**src/sv/tcc_pkg.sv**
```systemverilog
// Shared types and constants for the text console cursor engine.
`default_nettype none

package tcc_pkg;

    localparam int COL_W = 7;
    localparam int ROW_W = 6;
    localparam int CHAR_W = 8;
    localparam int COLOR_W = 32;

    localparam int COLUMNS_DEF = 100;
    localparam int ROWS_DEF = 37;

    // Result queue depth, in requests that cause at least one result
    localparam int Q_DEPTH = 4;
    localparam int Q_PTR_W = $clog2(Q_DEPTH);
    localparam int Q_CNT_W = $clog2(Q_DEPTH + 1);

    localparam logic [CHAR_W-1:0] CH_BS    = 8'd8;
    localparam logic [CHAR_W-1:0] CH_TAB   = 8'd9;
    localparam logic [CHAR_W-1:0] CH_LF    = 8'd10;
    localparam logic [CHAR_W-1:0] CH_CR    = 8'd13;
    localparam logic [CHAR_W-1:0] CH_SPACE = 8'd32;

    localparam logic CMD_PUT   = 1'b0;
    localparam logic CMD_CLEAR = 1'b1;

    typedef enum logic [1:0] {
        ACT_DRAW   = 2'd0,
        ACT_SCROLL = 2'd1,
        ACT_CLEAR  = 2'd2
    } action_t;

    // First result of a request; a scroll may follow it
    typedef struct packed {
        action_t            action;
        logic [COL_W-1:0]   col;
        logic [ROW_W-1:0]   row;
        logic [CHAR_W-1:0]  glyph;
        logic [COLOR_W-1:0] fg;
        logic [COLOR_W-1:0] bg;
        logic               scroll_after;
    } entry_t;

    typedef struct packed {
        logic             has_result;
        entry_t           entry;
        logic [COL_W-1:0] col_next;
        logic [ROW_W-1:0] row_next;
    } step_t;

endpackage

`default_nettype wire

```
**src/sv/tcc_step.sv**
```systemverilog
// Cursor update and result generation for one request.
`default_nettype none

module tcc_step #(
    parameter int COLUMNS = tcc_pkg::COLUMNS_DEF,
    parameter int ROWS    = tcc_pkg::ROWS_DEF
) (
    input  wire logic                         command,
    input  wire logic [tcc_pkg::CHAR_W-1:0]   char_code,
    input  wire logic [tcc_pkg::COLOR_W-1:0]  fg_color,
    input  wire logic [tcc_pkg::COLOR_W-1:0]  bg_color,
    input  wire logic [tcc_pkg::COL_W-1:0]    cur_col,
    input  wire logic [tcc_pkg::ROW_W-1:0]    cur_row,
    output tcc_pkg::step_t                    step
);

    localparam logic [tcc_pkg::COL_W:0]   COLS_LIM = (tcc_pkg::COL_W + 1)'(COLUMNS);
    localparam logic [tcc_pkg::ROW_W-1:0] LAST_ROW = tcc_pkg::ROW_W'(ROWS - 1);

    logic [tcc_pkg::COL_W:0]   col_inc;
    logic [tcc_pkg::COL_W:0]   col_tab;
    logic                      at_last_row;
    logic [tcc_pkg::ROW_W-1:0] row_nl;

    assign col_inc = {1'b0, cur_col} + (tcc_pkg::COL_W + 1)'(1);
    // advance to the next multiple of four above the column
    assign col_tab = ({1'b0, cur_col} + (tcc_pkg::COL_W + 1)'(4))
                     & ~(tcc_pkg::COL_W + 1)'(3);
    assign at_last_row = (cur_row == LAST_ROW);
    assign row_nl = at_last_row ? LAST_ROW : cur_row + tcc_pkg::ROW_W'(1);

    always_comb begin
        step = '0;
        step.col_next = cur_col;
        step.row_next = cur_row;
        step.entry.action = tcc_pkg::ACT_DRAW;
        if (command == tcc_pkg::CMD_CLEAR) begin
            step.col_next = '0;
            step.row_next = '0;
            step.has_result = 1'b1;
            step.entry.action = tcc_pkg::ACT_CLEAR;
        end else begin
            case (char_code)
                tcc_pkg::CH_CR: begin
                    step.col_next = '0;
                end
                tcc_pkg::CH_LF: begin
                    step.col_next = '0;
                    step.row_next = row_nl;
                    step.has_result = at_last_row;
                    step.entry.action = tcc_pkg::ACT_SCROLL;
                end
                tcc_pkg::CH_BS: begin
                    if (cur_col != '0) begin
                        step.col_next = cur_col - tcc_pkg::COL_W'(1);
                        step.has_result = 1'b1;
                        step.entry.col = cur_col - tcc_pkg::COL_W'(1);
                        step.entry.row = cur_row;
                        step.entry.glyph = tcc_pkg::CH_SPACE;
                        step.entry.fg = fg_color;
                        step.entry.bg = bg_color;
                    end
                end
                tcc_pkg::CH_TAB: begin
                    if (col_tab >= COLS_LIM) begin
                        step.col_next = '0;
                        step.row_next = row_nl;
                        step.has_result = at_last_row;
                        step.entry.action = tcc_pkg::ACT_SCROLL;
                    end else begin
                        step.col_next = col_tab[tcc_pkg::COL_W-1:0];
                    end
                end
                default: begin
                    step.has_result = 1'b1;
                    step.entry.col = cur_col;
                    step.entry.row = cur_row;
                    step.entry.glyph = char_code;
                    step.entry.fg = fg_color;
                    step.entry.bg = bg_color;
                    if (col_inc >= COLS_LIM) begin
                        step.col_next = '0;
                        step.row_next = row_nl;
                        step.entry.scroll_after = at_last_row;
                    end else begin
                        step.col_next = col_inc[tcc_pkg::COL_W-1:0];
                    end
                end
            endcase
        end
    end

endmodule

`default_nettype wire

```
**src/sv/tcc_queue.sv**
```systemverilog
// Result queue: one entry per request, split into one or two output beats.
`default_nettype none

module tcc_queue (
    input  wire logic                         aclk,
    input  wire logic                         aresetn,
    input  wire logic                         push,
    input  wire tcc_pkg::entry_t              push_entry,
    output logic                              room,
    output logic                              m_valid,
    input  wire logic                         m_ready,
    output logic [1:0]                        m_action,
    output logic [tcc_pkg::COL_W-1:0]         m_cell_col,
    output logic [tcc_pkg::ROW_W-1:0]         m_cell_row,
    output logic [tcc_pkg::CHAR_W-1:0]        m_glyph_code,
    output logic [tcc_pkg::COLOR_W-1:0]       m_draw_fg,
    output logic [tcc_pkg::COLOR_W-1:0]       m_draw_bg,
    output logic                              m_last_of_run
);

    tcc_pkg::entry_t entry_reg [tcc_pkg::Q_DEPTH];

    logic [tcc_pkg::Q_PTR_W-1:0] wr_ptr_reg, wr_ptr_next;
    logic [tcc_pkg::Q_PTR_W-1:0] rd_ptr_reg, rd_ptr_next;
    logic [tcc_pkg::Q_CNT_W-1:0] count_reg, count_next;
    logic                        beat_reg, beat_next;

    tcc_pkg::entry_t head;
    logic            out_fire;
    logic            pop;

    assign head = entry_reg[rd_ptr_reg];
    assign room = (count_reg != tcc_pkg::Q_CNT_W'(tcc_pkg::Q_DEPTH));
    assign m_valid = (count_reg != '0);
    assign out_fire = m_valid && m_ready;
    assign pop = out_fire && m_last_of_run;

    // second beat of an entry is the trailing scroll, fields zero
    always_comb begin
        if (beat_reg) begin
            m_action = tcc_pkg::ACT_SCROLL;
            m_cell_col = '0;
            m_cell_row = '0;
            m_glyph_code = '0;
            m_draw_fg = '0;
            m_draw_bg = '0;
            m_last_of_run = 1'b1;
        end else begin
            m_action = head.action;
            m_cell_col = head.col;
            m_cell_row = head.row;
            m_glyph_code = head.glyph;
            m_draw_fg = head.fg;
            m_draw_bg = head.bg;
            m_last_of_run = !head.scroll_after;
        end
    end

    always_comb begin
        wr_ptr_next = wr_ptr_reg;
        rd_ptr_next = rd_ptr_reg;
        count_next = count_reg;
        beat_next = beat_reg;
        if (push) begin
            wr_ptr_next = wr_ptr_reg + tcc_pkg::Q_PTR_W'(1);
        end
        if (pop) begin
            rd_ptr_next = rd_ptr_reg + tcc_pkg::Q_PTR_W'(1);
            beat_next = 1'b0;
        end else if (out_fire) begin
            beat_next = 1'b1;
        end
        case ({push, pop})
            2'b10: count_next = count_reg + tcc_pkg::Q_CNT_W'(1);
            2'b01: count_next = count_reg - tcc_pkg::Q_CNT_W'(1);
            default: count_next = count_reg;
        endcase
    end

    always_ff @(posedge aclk) begin
        if (!aresetn) begin
            wr_ptr_reg <= '0;
            rd_ptr_reg <= '0;
            count_reg <= '0;
            beat_reg <= 1'b0;
        end else begin
            wr_ptr_reg <= wr_ptr_next;
            rd_ptr_reg <= rd_ptr_next;
            count_reg <= count_next;
            beat_reg <= beat_next;
        end
    end

    always_ff @(posedge aclk) begin
        if (push) begin
            entry_reg[wr_ptr_reg] <= push_entry;
        end
    end

`ifndef NO_ASSERTIONS
    a_count_bound: assert property (@(posedge aclk) disable iff (!aresetn)
        count_reg <= tcc_pkg::Q_CNT_W'(tcc_pkg::Q_DEPTH))
        else $error("queue count above depth");

    a_no_push_full: assert property (@(posedge aclk) disable iff (!aresetn)
        push |-> room)
        else $error("push into full queue");

    a_beat_has_scroll: assert property (@(posedge aclk) disable iff (!aresetn)
        beat_reg |-> (m_valid && head.scroll_after))
        else $error("second beat without pending scroll");

    a_pop_count: assert property (@(posedge aclk) disable iff (!aresetn)
        (pop && !push) |=> (count_reg == $past(count_reg) - tcc_pkg::Q_CNT_W'(1)))
        else $error("queue count did not drop on pop");
`endif

endmodule

`default_nettype wire

```
**src/sv/text_console_cursor_engine.sv**
```systemverilog
// Text console cursor engine top level: request register, cursor state, result queue.
//
// Usage:
//   Requests arrive on the s_ channel (valid/ready): a put-character or a
//   clear-screen command with draw colors. Results leave on the m_ channel:
//   draw cell, scroll one line, or clear screen, with m_last_of_run marking
//   the final result of each request. A request causes zero, one or two
//   results; CR, LF without scroll, TAB without scroll and BS at column 0
//   cause none.
//   Path: a request is held in the request register and then written as a
//   result queue entry before its first result shows.
//   Throughput: one request per cycle while the result queue has room;
//   the output moves one result per cycle while m_ready is high, so a
//   wrapping character that also scrolls sends a draw, then a scroll. The
//   four-entry result queue sets how far input runs ahead of the receiver.
//   Reset (aresetn low, synchronous) homes the cursor to column 0, row 0
//   and empties the request register and result queue.
//   When m_ready stays low the queue fills, the request register then
//   holds, and s_ready drops; nothing is lost or reordered.
`default_nettype none

module text_console_cursor_engine #(
    parameter int COLUMNS = tcc_pkg::COLUMNS_DEF,
    parameter int ROWS    = tcc_pkg::ROWS_DEF
) (
    input  wire logic                         aclk,
    input  wire logic                         aresetn,
    input  wire logic                         s_valid,
    output logic                              s_ready,
    input  wire logic                         s_command,
    input  wire logic [tcc_pkg::CHAR_W-1:0]   s_char_code,
    input  wire logic [tcc_pkg::COLOR_W-1:0]  s_fg_color,
    input  wire logic [tcc_pkg::COLOR_W-1:0]  s_bg_color,
    output logic                              m_valid,
    input  wire logic                         m_ready,
    output logic [1:0]                        m_action,
    output logic [tcc_pkg::COL_W-1:0]         m_cell_col,
    output logic [tcc_pkg::ROW_W-1:0]         m_cell_row,
    output logic [tcc_pkg::CHAR_W-1:0]        m_glyph_code,
    output logic [tcc_pkg::COLOR_W-1:0]       m_draw_fg,
    output logic [tcc_pkg::COLOR_W-1:0]       m_draw_bg,
    output logic                              m_last_of_run
);

    logic                          req_valid_reg;
    logic                          cmd_reg;
    logic [tcc_pkg::CHAR_W-1:0]    char_reg;
    logic [tcc_pkg::COLOR_W-1:0]   fg_reg;
    logic [tcc_pkg::COLOR_W-1:0]   bg_reg;
    logic [tcc_pkg::COL_W-1:0]     col_reg;
    logic [tcc_pkg::ROW_W-1:0]     row_reg;

    tcc_pkg::step_t step;
    logic           q_room;
    logic           consume;
    logic           push;

    tcc_step #(
        .COLUMNS (COLUMNS),
        .ROWS    (ROWS)
    ) u_step (
        .command   (cmd_reg),
        .char_code (char_reg),
        .fg_color  (fg_reg),
        .bg_color  (bg_reg),
        .cur_col   (col_reg),
        .cur_row   (row_reg),
        .step      (step)
    );

    // a request with no result retires even when the queue is full
    assign consume = req_valid_reg && (!step.has_result || q_room);
    assign push = consume && step.has_result;
    assign s_ready = !req_valid_reg || consume;

    always_ff @(posedge aclk) begin
        if (!aresetn) begin
            req_valid_reg <= 1'b0;
            col_reg <= '0;
            row_reg <= '0;
        end else begin
            if (s_ready) begin
                req_valid_reg <= s_valid;
            end
            if (consume) begin
                col_reg <= step.col_next;
                row_reg <= step.row_next;
            end
        end
    end

    always_ff @(posedge aclk) begin
        if (s_valid && s_ready) begin
            cmd_reg <= s_command;
            char_reg <= s_char_code;
            fg_reg <= s_fg_color;
            bg_reg <= s_bg_color;
        end
    end

    tcc_queue u_queue (
        .aclk          (aclk),
        .aresetn       (aresetn),
        .push          (push),
        .push_entry    (step.entry),
        .room          (q_room),
        .m_valid       (m_valid),
        .m_ready       (m_ready),
        .m_action      (m_action),
        .m_cell_col    (m_cell_col),
        .m_cell_row    (m_cell_row),
        .m_glyph_code  (m_glyph_code),
        .m_draw_fg     (m_draw_fg),
        .m_draw_bg     (m_draw_bg),
        .m_last_of_run (m_last_of_run)
    );

`ifndef NO_ASSERTIONS
    a_col_range: assert property (@(posedge aclk) disable iff (!aresetn)
        {1'b0, col_reg} < (tcc_pkg::COL_W + 1)'(COLUMNS))
        else $error("cursor column out of range");

    a_row_range: assert property (@(posedge aclk) disable iff (!aresetn)
        {1'b0, row_reg} < (tcc_pkg::ROW_W + 1)'(ROWS))
        else $error("cursor row out of range");

    a_clear_homes: assert property (@(posedge aclk) disable iff (!aresetn)
        (consume && cmd_reg == tcc_pkg::CMD_CLEAR) |=> (col_reg == '0 && row_reg == '0))
        else $error("clear did not home cursor");
`endif

endmodule

`default_nettype wire

```
**config.mk**
```make
export PLATFORM = sky130hd
export DESIGN_NAME = text_console_cursor_engine
export DESIGN_NICKNAME = d
export VERILOG_FILES = /design/src/sv/tcc_pkg.sv /design/src/sv/tcc_step.sv /design/src/sv/tcc_queue.sv /design/src/sv/text_console_cursor_engine.sv
export SDC_FILE = /design/constraint.sdc
export NUM_CORES = 1
export LEC_CHECK = 0
export BUFFER_PORTS_ARGS = -buffer_cell sky130_fd_sc_hd__buf_2
export CAP_MARGIN = 20
export CELL_PAD_IN_SITES_DETAIL_PLACEMENT = 0
export CELL_PAD_IN_SITES_GLOBAL_PLACEMENT = 2
export CORE_MARGIN = 2
export CORE_UTILIZATION = 45
export DETAILED_ROUTE_END_ITERATION = 8
export GPL_TIMING_DRIVEN = 0
export PLACE_DENSITY = 0.83
export SETUP_SLACK_MARGIN = 0.15
export SYNTH_ARGS = -nofsm -noshare
export SYNTH_HDL_FRONTEND = slang
export SYNTH_SLANG_ARGS = --single-unit
```
**constraint.sdc**
```tcl
create_clock -name aclk -period 6.71 [get_ports aclk]
set_clock_uncertainty 0.2 [all_clocks]
set_input_delay 1.0065 -clock aclk [delete_from_list [all_inputs] [get_ports aclk]]
set_output_delay 1.0065 -clock aclk [all_outputs]
set_load 0.02 [all_outputs]
```
==> results of run 1 <==
-- Yosys cell counts (2+ instances only) --
| master | count |
|---|---|
| a211oi_1 | 4 |
| a21oi_1 | 15 |
| a221oi_1 | 3 |
| a31o_2 | 2 |
| a31oi_1 | 3 |
| and2_1 | 91 |
| and3_1 | 78 |
| and4_1 | 2 |
| buf_1 | 2 |
| buf_2 | 11 |
| clkbuf_1 | 42 |
| dfxtp_1 | 24 |
| edfxtp_1 | 425 |
| ha_1 | 12 |
| inv_1 | 20 |
| mux4_2 | 88 |
| nand2_1 | 22 |
| nand2b_1 | 2 |
| nand3_1 | 8 |
| nand4_1 | 4 |
| nor2_1 | 26 |
| nor2b_1 | 8 |
| nor3_1 | 8 |
| nor4b_1 | 2 |
| o211ai_1 | 5 |
| o21ai_0 | 16 |
| o221ai_1 | 2 |
| o22ai_1 | 6 |
| o31a_1 | 2 |
| o31ai_1 | 4 |
| o41ai_1 | 2 |
| or2_2 | 3 |
| or3_1 | 7 |
| or4_1 | 3 |
| xnor2_1 | 7 |
| xor2_1 | 3 |
-- kinds of logic (layout without fill, tap and decap cells) --
group	Yosys count	count (layout)	share of synthesized area, %
mux	89	89	11.09
flops	449	449	73.71
buf+inv	77	340	1.748
fa+ha+maj	13	13	0.9471
compound gates	80	80	3.113
other cells	0	2	0
simple gates	272	272	8.907
xor+xnor	10	10	0.4875
-- routing by layer --
| metal | vias up | track usage (%) | wire length, um |
|---|---|---|---|
| met3 | 69 | 4.241 | 2504 |
| met1 | 5023 | 26.37 | 16980 |
| met2 | 301 | 31.83 | 19460 |
| li1 | 4398 | - | - |
| met5 | - | 0 | 16 |
| met4 | 2 | 6.204 | 1008 |
-- through the flow --
step	cells	total power [W]	cell area [um2]	setup slack, ns
detailed placement	1689	0.004161	19680	2.585
global placement	1681	0.004152	19450	-1.535
finish	1780	0.006646	21200	2.056
global route	1778	0.006893	21200	1.899
floorplan	990	0.003851	17970	1.423
CTS	1778	0.006728	21200	1.953
-- path summary, 6_finish.rpt --
check / end / cells after the start
max: m_draw_bg[1] / 6
min: u_queue.beat_reg / 2
max reg2reg: u_queue.entry_reg[0][58] / 8
min reg2reg: u_queue.beat_reg / 2
-- critical path, cell delays in order, from the launching register on --
cell and delay, ns:
dfxtp_1 0.30, clkbuf_1 0.45, clkbuf_1 0.71, buf_1 0.57
mux4_2 0.48, and2_1 0.20, buf_2 0.15
-- power by group through the flow --
| stage | Clock, W | Combinational (W) | Sequential [W] |
|---|---|---|---|
| finish | 0.00256 | 0.000884 | 0.00320 |
| global route | 0.00273 | 0.000956 | 0.00321 |
| CTS | 0.00262 | 0.000904 | 0.00320 |
| detailed placement | 0 | 0.000903 | 0.00326 |
| global placement | 0 | 0.000882 | 0.00327 |
| floorplan | 0 | 0.000598 | 0.00325 |
-- layout make-up --
cell class / instances / share of cell area, %
diodes: 2 / 0.02360
plain buffers: 57 / 1.127
clock buffers: 60 / 6.025
clock inverters: 29 / 1.151
inverters: 20 / 0.3541
multi-input cells: 464 / 20.88
flip-flops and latches: 449 / 62.46
well taps: 525 / 3.098
repair buffers: 174 / 4.886
==> metrics.md, run 1 <==
| Metric | Value |
|---|---|
| Worst slew slack as a fraction of its limit | `41.13%` |
| Transition time of the tightest slew-check pin | `0.8830 ns` |
| Number of top-level pins | `167` |
| Commonest non-fill, non-tap cell in the layout | `edfxtp_1` |
| Drt pass-1 iters | `5` |
| Proportion of synthesized chip area in sequential cells | `73.71%` |
| Final min period | `4.654 ns` |
| Largest register FFs | `352` |
| Leakage power | `7.354 nW` |
| Final routed wirelength across all metal layers | `39970 um` |
| Die Outline Area | `0.04154 mm2` |
| CTS tree | `built` |
| Count of unique library cells instantiated by Yosys | `64` |
| Root buffer cell | `clkbuf_16` |
| Required time of the critical path | `5.50 ns` |
| Die Width | `203.8 um` |
| # H-tree levels | `2` |
| Share of total power in sequential cells | `48.1%` |
| Start point of the worst hold path | `u_queue.beat_reg` |
| Final hold violation count | `0` |
| Clock latency on the worst-skew pair | `0.58 ns` |
| Final count of negative-setup-slack endpoints | `0` |
| Type of the worst setup path | `flop to output port` |
| Total net switching power | `0.001609 W` |
| Number of buffers added on ports | `166` |
| Drt via density | `5.502` |
| Number of antenna violations at the first check in global routing | `2` |
| Chip Height | `203.8 um` |
| Deepest clock path buffer count | `3` |
| Avg Synthesized Cell Area | `18.15 um2` |
| Number of storage elements in the synthesis netlist | `449` |
| GRT Residual Overflow | `0` |
| Row count | `73` |
| Num Clock Sinks | `449` |
| Final period utilization | `69.37%` |
| Number of design rule violations left after detail routing | `0` |
| Type of the tightest min-delay check | `flop to flop` |
| Net count after synthesis | `1080` |
| Synthesized cell area | `0.01797 mm2` |
| DR vias | `9793` |
| Largest area contributor in the netlist | `edfxtp_1` |
| Critical path data arrival time | `3.45 ns` |
| Crit start category | `flop` |
| Reg2reg start | `col_reg[0]` |
| Outcome | `complete, no violations` |
| Clock-pin transition on the worst setup and hold timing paths | `0.06 ns` |
| Reg2Reg Setup Slack | `3.02 ns` |
| Total area of sequential cells | `0.01324 mm2` |
| Max-capacitance violation count | `0` |
| Antenna-violating nets left | `0` |
| Global-route wire length before repair | `59920 um` |
| Hold slack final | `0.2766 ns` |
| Async SR Flop Fraction | `0%` |
| Largest net degree at the start of global routing | `53` |
| Clock network fraction of total power | `38.6%` |
| Layout-stage area growth over the synthesis result | `18.02%` |
| Footprint of the multi-input gates | `0.004427 mm2` |
| Vias in the first global route | `10.04k` |
| Layout fillers | `3181` |
| Count of flip-flops with a built-in enable after synthesis | `425` |
| Top fanout value on the critical path | `10` |
| Highest clock frequency the design can meet | `214.8 MHz` |
| Total Negative Setup Slacks | `0 ns` |
| Final nets | `1304` |
| Layout cells sized above 1 | `28.81%` |
| Count of routing violations after the opening detailed-route iteration | `738` |
| Post-synthesis cell count | `990` |
| Global-route total usage across every layer | `19.53%` |
| Share of the synthesized area in the top cell type | `71.04%` |
| Postcts setup bufs | `0` |
| Primary FF master, synth | `edfxtp_1` |
| Setup crit end kind | `output port` |
| Total core area | `0.03955 mm2` |
| Worst vdd ir | `0.1770 mV` |
| Effective utilization at floorplan | `45.43%` |
| Count of cells resized by post-cts repair | `0` |
| End-of-flow core utilization | `53.61%` |
| Yosys warnings | `0` |
| Count of hold-fix buffers inserted at cts | `0` |
| RD Place Congestion | `0.8134` |
| Combinational Power Share | `13.3%` |
| HPWL reported at the end of detailed placement | `25350 um` |
| Largest cells by area after synthesis | `edfxtp_1 (71%), mux4_2 (11%), and2_1 (3.2%), and3_1 (2.7%), dfxtp_1 (2.7%)` |
| Clock buffer count from CTS | `48` |
| Commonest cells after routing, fill and taps aside | `edfxtp_1 (425), buf_2 (177), mux4_2 (88)` |
| Switching Share | `24.20%` |
| Setup repair after global routing missed its margin | `false` |
| Detail-routed net length per standard cell | `22.46 um` |
| Power per cell area | `313.4 mW/mm2` |
| Max-slew violation count | `0` |
| Internal power component | `0.005037 W` |
No activity file was read; power rests on OpenSTA's default activity.
==> run 2: changes to the inputs <==
--- a/config.mk
+++ b/config.mk
@@ -5,15 +5,16 @@
 export SDC_FILE = /design/constraint.sdc
 export NUM_CORES = 1
 export LEC_CHECK = 0
+export ABC_AREA = 1
 export BUFFER_PORTS_ARGS = -buffer_cell sky130_fd_sc_hd__buf_2
 export CAP_MARGIN = 20
 export CELL_PAD_IN_SITES_DETAIL_PLACEMENT = 0
 export CELL_PAD_IN_SITES_GLOBAL_PLACEMENT = 2
 export CORE_MARGIN = 2
-export CORE_UTILIZATION = 45
+export CORE_UTILIZATION = 36
 export DETAILED_ROUTE_END_ITERATION = 8
 export GPL_TIMING_DRIVEN = 0
-export PLACE_DENSITY = 0.83
+export PLACE_DENSITY = 0.79
 export SETUP_SLACK_MARGIN = 0.15
 export SYNTH_ARGS = -nofsm -noshare
 export SYNTH_HDL_FRONTEND = slang
==> constraint.sdc (replaced) <==
create_clock -name aclk -period 4 [get_ports aclk]
set_clock_uncertainty 0.2 [all_clocks]
set_input_delay 0.6 -clock aclk [delete_from_list [all_inputs] [get_ports aclk]]
set_output_delay 0.6 -clock aclk [all_outputs]
set_load 0.02 [all_outputs]
==> run 2 against run 1 <==
Net effect: design area rose by 6.9%; highest routed layer is now met4; register-to-register slack got worse by 2.5 ns; total power rose by 71%; cell count rose by 47%; hold slack got worse by 0.24 ns; clock-buffer cell count fell by 2; sequential power rose by 68%; critical path type unchanged.
==> metrics.md, run 2 <==
| Metric | Value |
|---|---|
| Count of unique library cells instantiated by Yosys | `40 (-38%)` |
| Largest area contributor in the netlist | `edfxtp_1` |
| Most repeated cell in the gate-level netlist after synthesis | `nor2_1` |
| Clock network fraction of total power | `39.1% (+0.5 points)` |
| Final period utilization | `93.23%` |
| DR vias | `12.47k (+27%)` |
| Primary FF master, synth | `edfxtp_1` |
| Die Width | `229.6 um (+13%)` |
| Main combinational cell family by area after synthesis | `simple AND/OR/NAND/NOR gates` |
| Setup repair after global routing missed its margin | `true` |
| Number of antenna violations at the first check in global routing | `0 (-2)` |
| Num Clock Sinks | `449 (unchanged)` |
| Clock latency on the worst-skew pair | `0.58 ns (about the same)` |
| Final hold violation count | `0 (unchanged)` |
| Final nets | `1994 (+53%)` |
| Top fanout value on the critical path | `10 (unchanged)` |
| Root buffer cell | `clkbuf_16` |
| Adder-cell share of the synthesized area | `0.9287% (-0.018 points)` |
| Antenna-violating nets left | `0 (unchanged)` |
| Clock-pin transition on the worst setup and hold timing paths | `0.06 ns (about the same)` |
| Commonest cells after routing, fill and taps aside | `nor2_1 (480), edfxtp_1 (425), o21ai_0 (188)` |
| Vias in the first global route | `12.36k (+23%)` |
| Layout cells sized above 1 | `16.31% (-12 points)` |
| Effective utilization at floorplan | `36.52% (-8.9 points)` |
| Internal power component | `0.008429 W (+67%)` |
| Deepest clock path buffer count | `3 (unchanged)` |
| Hold slack final | `0.03896 ns (-0.2376 ns)` |
| Type of the worst setup path | `flop to output port` |
| Drt pass-1 iters | `6 (+1)` |
| Layout-stage area growth over the synthesis result | `23.75%` |
| CTS tree | `built` |
| Largest cells by area after synthesis | `edfxtp_1 (70%), nor2_1 (9.9%), o21ai_0 (5.1%), a21oi_1 (2.7%), dfxtp_1 (2.6%)` |
| Combinational Power Share | `13.8% (+0.5 points)` |
| Worst vdd ir | `0.2933 mV (+66%)` |
| Commonest non-fill, non-tap cell in the layout | `nor2_1` |
| Number of top-level pins | `167 (unchanged)` |
| Setup crit end kind | `output port` |
| Async SR Flop Fraction | `0% (unchanged)` |
| Number of design rule violations left after detail routing | `0 (unchanged)` |
| Chip Height | `229.6 um (+13%)` |
| Global-route total usage across every layer | `18.02% (-1.5 points)` |
| # H-tree levels | `2 (unchanged)` |
| Avg Synthesized Cell Area | `11.48 um2 (-37%)` |
| HPWL reported at the end of detailed placement | `30830 um (+22%)` |
| Yosys warnings | `0 (unchanged)` |
| Final routed wirelength across all metal layers | `48330 um (+21%)` |
| Type of the tightest min-delay check | `primary input to flop` |
| Total Negative Setup Slacks | `0 ns (unchanged)` |
| Transition time of the tightest slew-check pin | `0.7525 ns (-0.1305 ns)` |
| End-of-flow core utilization | `45.19% (-8.4 points)` |
| Post-synthesis share of cell area spent on xor and xnor gates | `0.3346% (-0.15 points)` |
| Count of flip-flops with a built-in enable after synthesis | `425 (unchanged)` |
| Max-capacitance violation count | `0 (unchanged)` |
| Die Outline Area | `0.05272 mm2 (+27%)` |
| Number of buffers added on ports | `166 (unchanged)` |
| Pre-CTS setup slack | `0.1906 ns (-2.394 ns)` |
| Detail-routed net length per standard cell | `18.48 um (-18%)` |
| Power per cell area | `502.5 mW/mm2 (+60%)` |
| GRT Residual Overflow | `0 (unchanged)` |
| Crit start category | `flop` |
| Drt via density | `4.769 (-13%)` |
| Share of total power in sequential cells | `47.1% (-1.0 points)` |
| Synthesized cell area | `0.01832 mm2 (+2.0%)` |
| Leakage power | `8.623 nW (+17%)` |
| Final count of negative-setup-slack endpoints | `0 (unchanged)` |
| Critical path data arrival time | `2.93 ns (-0.52 ns)` |
| Setup slack after layout | `0.2708 ns (-1.785 ns)` |
| Total core area | `0.05017 mm2 (+27%)` |
| Largest register FFs | `352 (unchanged)` |
| Most frequent cells after synthesis | `nor2_1 (484), edfxtp_1 (425), o21ai_0 (188)` |
| Highest clock frequency the design can meet | `268.2 MHz` |
| Clock buffer count from CTS | `49 (+2.1%)` |
| Compound-Gate Fraction of Synth Area | `8.420% (+5.3 points)` |
| RD Place Congestion | `0.8327 (+2.4%)` |
| Max-slew violation count | `0 (unchanged)` |
| Global-route wire length before repair | `71950 um (+20%)` |
| Proportion of synthesized chip area in sequential cells | `72.28% (-1.4 points)` |
| Count of routing violations after the opening detailed-route iteration | `788 (+6.8%)` |
| Basic-gate share of the synthesized area counting and, or, nand and nor cells | `13.77% (+4.9 points)` |
| Post-synthesis cell count | `1596 (+61%)` |
| Total net switching power | `0.002965 W (+84%)` |
| Share of synthesized area spent on multiplexers | `0% (-11 points)` |
| Number of storage elements in the synthesis netlist | `449 (unchanged)` |
| Number of antenna repair diodes | `0 (-2)` |
| Worst slew slack as a fraction of its limit | `49.41% (+8.3 points)` |
| Largest net degree at the start of global routing | `50 (-5.7%)` |
| Switching Share | `26.02% (+1.8 points)` |
| Row count | `82 (+12%)` |
| Outcome | `complete, no violations` |
| Final min period | `3.729 ns` |
| Share of the synthesized area in the top cell type | `69.65% (-1.4 points)` |
| Net count after synthesis | `1686 (+56%)` |
| Required time of the critical path | `3.20 ns (-2.30 ns)` |
run 2: changes by cell type after synthesis, sizes merged, moves of 8 or more:
| cell | before | now |
|---|---|---|
| buf | 15 | 27 |
| mux4 | 88 | 0 |
| nand2 | 22 | 86 |
| nor2b | 8 | 0 |
| a21oi | 16 | 100 |
| inv | 20 | 114 |
| nand3 | 9 | 29 |
| and2 | 91 | 1 |
| clkbuf | 42 | 57 |
| and3 | 78 | 1 |
| o21ai | 17 | 191 |
| nor2 | 26 | 490 |
run 2: power by group through the flow:
stage / clock, W / sequential (W) / combinational (W)
after floorplan: 0 / 0.00546 / 0.000902
after global placement: 0 / 0.00549 / 0.00149
after detailed placement: 0 / 0.00547 / 0.00153
after CTS: 0.00454 / 0.00537 / 0.00159
after global routing: 0.00472 / 0.00538 / 0.00172
final: 0.00445 / 0.00537 / 0.00157
run 2: layout make-up:
class                   count  area (um2)
flip-flops and latches    449       13240
well taps                 672       840.8
fillers                  4638       27500
multi-input cells         947        4327
clock buffers              58        1303
inverters                 116       439.2
clock inverters            32       284.0
plain buffers              84       366.6
repair buffers            257        1872
run 2: stage by stage:
step           instances  area, um2  total power [W]
2_1_floorplan       1596      18330         0.006364
3_3_place_gp        2434      20000         0.006975
3_5_place_dp        2447      20290         0.007000
4_1_cts             2607      22590          0.01150
5_1_grt             2615      22670          0.01182
6_report            2615      22670          0.01139
run 2: metal layers:
layer	part of all wire, %	vias up	global-route usage, %
met5	0	-	0
met4	2.8	0	5.966
met3	4.7	84	3.212
met2	49	297	30.43
met1	44	6000	23.45
li1	-	6090	-
run 2: worst max-delay path, cell delays in order, from the launching register on:
cell and delay (ns):
dfxtp_1 0.30, clkbuf_1 0.16, inv_1 0.20, clkbuf_2 0.39, clkbuf_1 0.45, o21ai_0 0.20
a21oi_1 0.39, buf_2 0.25
run 2: final timing paths:
check | startpoint | endpoint | cells after the start | slack [ns]
worst max-delay path | flop | m_cell_col[2] | 7 | 0.27
worst min register to register | u_queue.rd_ptr_reg[1] | u_queue.rd_ptr_reg[1] | 2 | 0.27
worst max register to register | col_reg[0] | u_queue.entry_reg[3][77] | 12 | 0.53
worst min-delay path | s_fg_color[29] | fg_reg[29] | 1 | 0.04
run 2: repair_timing:
item / 4_1_cts / 5_1_grt
pin swaps: 0 / 1
endpoints found under the setup margin: 87 / 62
hold buffers: 70 / 0
buffers inserted: 0 / 8
gates resized for setup: 6 / 19
endpoints found under the hold margin: 70 / 0
run 2: kinds of logic after synthesis:
logic type / Yosys count
AOI/OAI and AO/OA: 302
xor gates and xnor gates: 7
adders and majority gates: 13
buffers and inverters: 200
DFF: 449
and+or+nand+nor: 625
==> run 3: changes to the inputs <==
--- a/config.mk
+++ b/config.mk
@@ -10,7 +10,6 @@
 export CAP_MARGIN = 20
 export CELL_PAD_IN_SITES_DETAIL_PLACEMENT = 0
 export CELL_PAD_IN_SITES_GLOBAL_PLACEMENT = 2
-export CORE_MARGIN = 2
 export CORE_UTILIZATION = 36
 export DETAILED_ROUTE_END_ITERATION = 8
 export GPL_TIMING_DRIVEN = 0
==> run 3 against run 2 <==
Net effect: non-clock buffer count shrank 8; total power is 1.3% lower; clock power shrank 3%; cell count fell by 0.31%; clock-buffer cell count grew 2; sequential power about the same; global-route usage up 0.50 points; hold slack lost 0.0060 ns; critical path depth unchanged; largest power group unchanged; highest routed layer unchanged.
==> metrics.md, run 3 (synthesis gave the netlist of run 2 again) <==
| Metric | Value |
|---|---|
| Global-route total usage across every layer | `18.52% (+0.50 points)` |
| Number of antenna repair diodes | `0 (unchanged)` |
| Crit start category | `flop` |
| Pre-CTS setup slack | `0.2424 ns (+0.05174 ns)` |
| Dpl cells | `2447 (unchanged)` |
| Largest net degree at the start of global routing | `49 (-2.0%)` |
| Clock latency on the worst-skew pair | `0.59 ns (about the same)` |
| Clock-pin transition on the worst setup and hold timing paths | `0.06 ns (about the same)` |
| Effective utilization at floorplan | `36.52% (unchanged)` |
| Root buffer cell | `clkbuf_16` |
| Highest clock frequency the design can meet | `271.0 MHz (+1.1%)` |
| HPWL reported at the end of detailed placement | `30130 um (-2.3%)` |
| Power per cell area | `498.1 mW/mm2 (-0.88%)` |
| Number of design rule violations left after detail routing | `0 (unchanged)` |
| Clock buffer count from CTS | `50 (+2.0%)` |
| Postcts setup bufs | `0 (unchanged)` |
| Largest delay contributor family on the critical path | `buffers and inverters` |
| Final min period | `3.690 ns (-0.03930 ns)` |
| Final hold violation count | `0 (unchanged)` |
| Leakage power | `8.558 nW (-0.75%)` |
| Max-capacitance violation count | `0 (unchanged)` |
| Final routed wirelength across all metal layers | `47840 um (-1.0%)` |
| Number of antenna violations at the first check in global routing | `0 (unchanged)` |
| Worst slew slack as a fraction of its limit | `46.71% (-2.7 points)` |
| Number of buffers added on ports | `166 (unchanged)` |
| Reg2Reg Setup Slack | `0.46 ns (-0.07 ns)` |
| DR vias | `12.47k (unchanged)` |
| Post-route cell area | `0.02257 mm2 (-0.46%)` |
| Worst vdd ir | `0.2862 mV (-2.4%)` |
| Layout cells sized above 1 | `16.07% (-0.24 points)` |
| Worst-path cell with the longest stage delay | `clkbuf_1` |
| Setup slack after layout | `0.3101 ns (+0.03930 ns)` |
| Total core area | `0.05017 mm2 (unchanged)` |
| Vias in the first global route | `12.34k (-0.19%)` |
| Count of routing violations after the opening detailed-route iteration | `873 (+11%)` |
| Final period utilization | `92.25% (-0.98 points)` |
| Number of top-level pins | `167 (unchanged)` |
| Setup crit end kind | `output port` |
| Total Power | `0.01124 W (-1.3%)` |
| Outcome | `complete, no violations` |
| Largest register FFs | `352 (unchanged)` |
| Detail-routed net length per standard cell | `18.35 um (-0.72%)` |
| Setup repair after global routing missed its margin | `true` |
| Layout fillers | `4586 (-1.1%)` |
| Type of the worst setup path | `flop to output port` |
| Drt pass-1 iters | `8 (+2)` |
| Top fanout value on the critical path | `10 (unchanged)` |
| Chip Height | `227.6 um (-0.87%)` |
| Die Outline Area | `0.05180 mm2 (-1.7%)` |
| Antenna-violating nets left | `0 (unchanged)` |
| # H-tree levels | `2 (unchanged)` |
| Commonest non-fill, non-tap cell in the layout | `nor2_1` |
| Row count | `82 (unchanged)` |
| Global-route wire length before repair | `71260 um (-0.97%)` |
| Post-Layout Cell Count | `2607 (-0.31%)` |
| Drt via density | `4.784 (+0.31%)` |
| Max-slew violation count | `0 (unchanged)` |
| Deepest clock path buffer count | `3 (unchanged)` |
| Final count of negative-setup-slack endpoints | `0 (unchanged)` |
| Type of the tightest min-delay check | `primary input to flop` |
| Critical path data arrival time | `2.89 ns (-0.04 ns)` |
| Total Negative Setup Slacks | `0 ns (unchanged)` |
| Die Width | `227.6 um (-0.87%)` |
| Required time of the critical path | `3.20 ns (about the same)` |
| Commonest cells after routing, fill and taps aside | `nor2_1 (480), edfxtp_1 (425), o21ai_0 (188)` |
| Worst stage delay on the critical path | `0.45 ns (about the same)` |
| Transition time of the tightest slew-check pin | `0.7994 ns (+0.04685 ns)` |
| Cell seen most often among critical-path stages | `buf_2` |
| CP Buf/Inv Count | `5 (unchanged)` |
| GRT Residual Overflow | `0 (unchanged)` |
| Area of placed instances | `0.02030 mm2 (about the same)` |
| CTS tree | `built` |
| Layout-stage area growth over the synthesis result | `23.18%` |
| Num Clock Sinks | `449 (unchanged)` |
| Critical path cell sequence | `clkbuf_2 -> clkinv_2 -> clkbuf_1 -> buf_2 -> o21ai_0 -> o221ai_1 -> buf_2` |
| RD Place Congestion | `0.8368 (+0.49%)` |
| Final nets | `1988 (-0.30%)` |
==> run 3: power by group <==
part           switching [W]  internal (W)  total, W
clock                0.00180       0.00250   0.00431
combinational        0.00110      0.000466   0.00156
sequential         0.0000488       0.00532   0.00537
total                0.00295       0.00829    0.0112
==> run 3: layout make-up <==
type / instances / area [um2] / share of cell area [%]
plain buffers: 84 / 364.1 / 1.613
clock buffers: 60 / 1340 / 5.937
clock inverters: 29 / 202.7 / 0.8981
inverters: 116 / 439.2 / 1.946
multi-input cells: 948 / 4333 / 19.20
flip-flops and latches: 449 / 13240 / 58.68
well taps: 672 / 840.8 / 3.725
repair buffers: 249 / 1807 / 8.005
==> run 3: layer usage <==
layer,share of wire [%],global-route usage (%),up-vias
met5,0,0,-
met4,2.2,5.153,0
met3,4.6,3.291,68
met2,49,31.07,270
met1,44,24.60,6055
li1,-,-,6078
==> run 3: path summary, 6_finish.rpt <==
| check | from | end | depth (start not counted) |
|---|---|---|---|
| min | s_bg_color[31] | bg_reg[31] | 1 |
| max reg2reg | col_reg[0] | u_queue.entry_reg[3][48] | 12 |
| min reg2reg | u_queue.rd_ptr_reg[1] | u_queue.rd_ptr_reg[1] | 2 |
| max | flop | m_action[0] | 7 |
==> run 3: stage by stage <==
step | utilization (%) | hold slack, ns
2_1_floorplan | - | 0.2364
3_3_place_gp | 39.87 | 0.2542
3_5_place_dp | 40.47 | 0.2618
4_1_cts | 44.95 | 0.004230
5_1_grt | 44.98 | 0.009998
6_report | 44.98 | 0.03299
==> run 3: what timing repair did <==
action	4_1_cts	5_1_grt
gates cloned	0	1
setup endpoints to repair	87	43
hold buffers	70	0
hold endpoints to repair	70	0
pin swaps	0	1
gates resized for setup	7	13
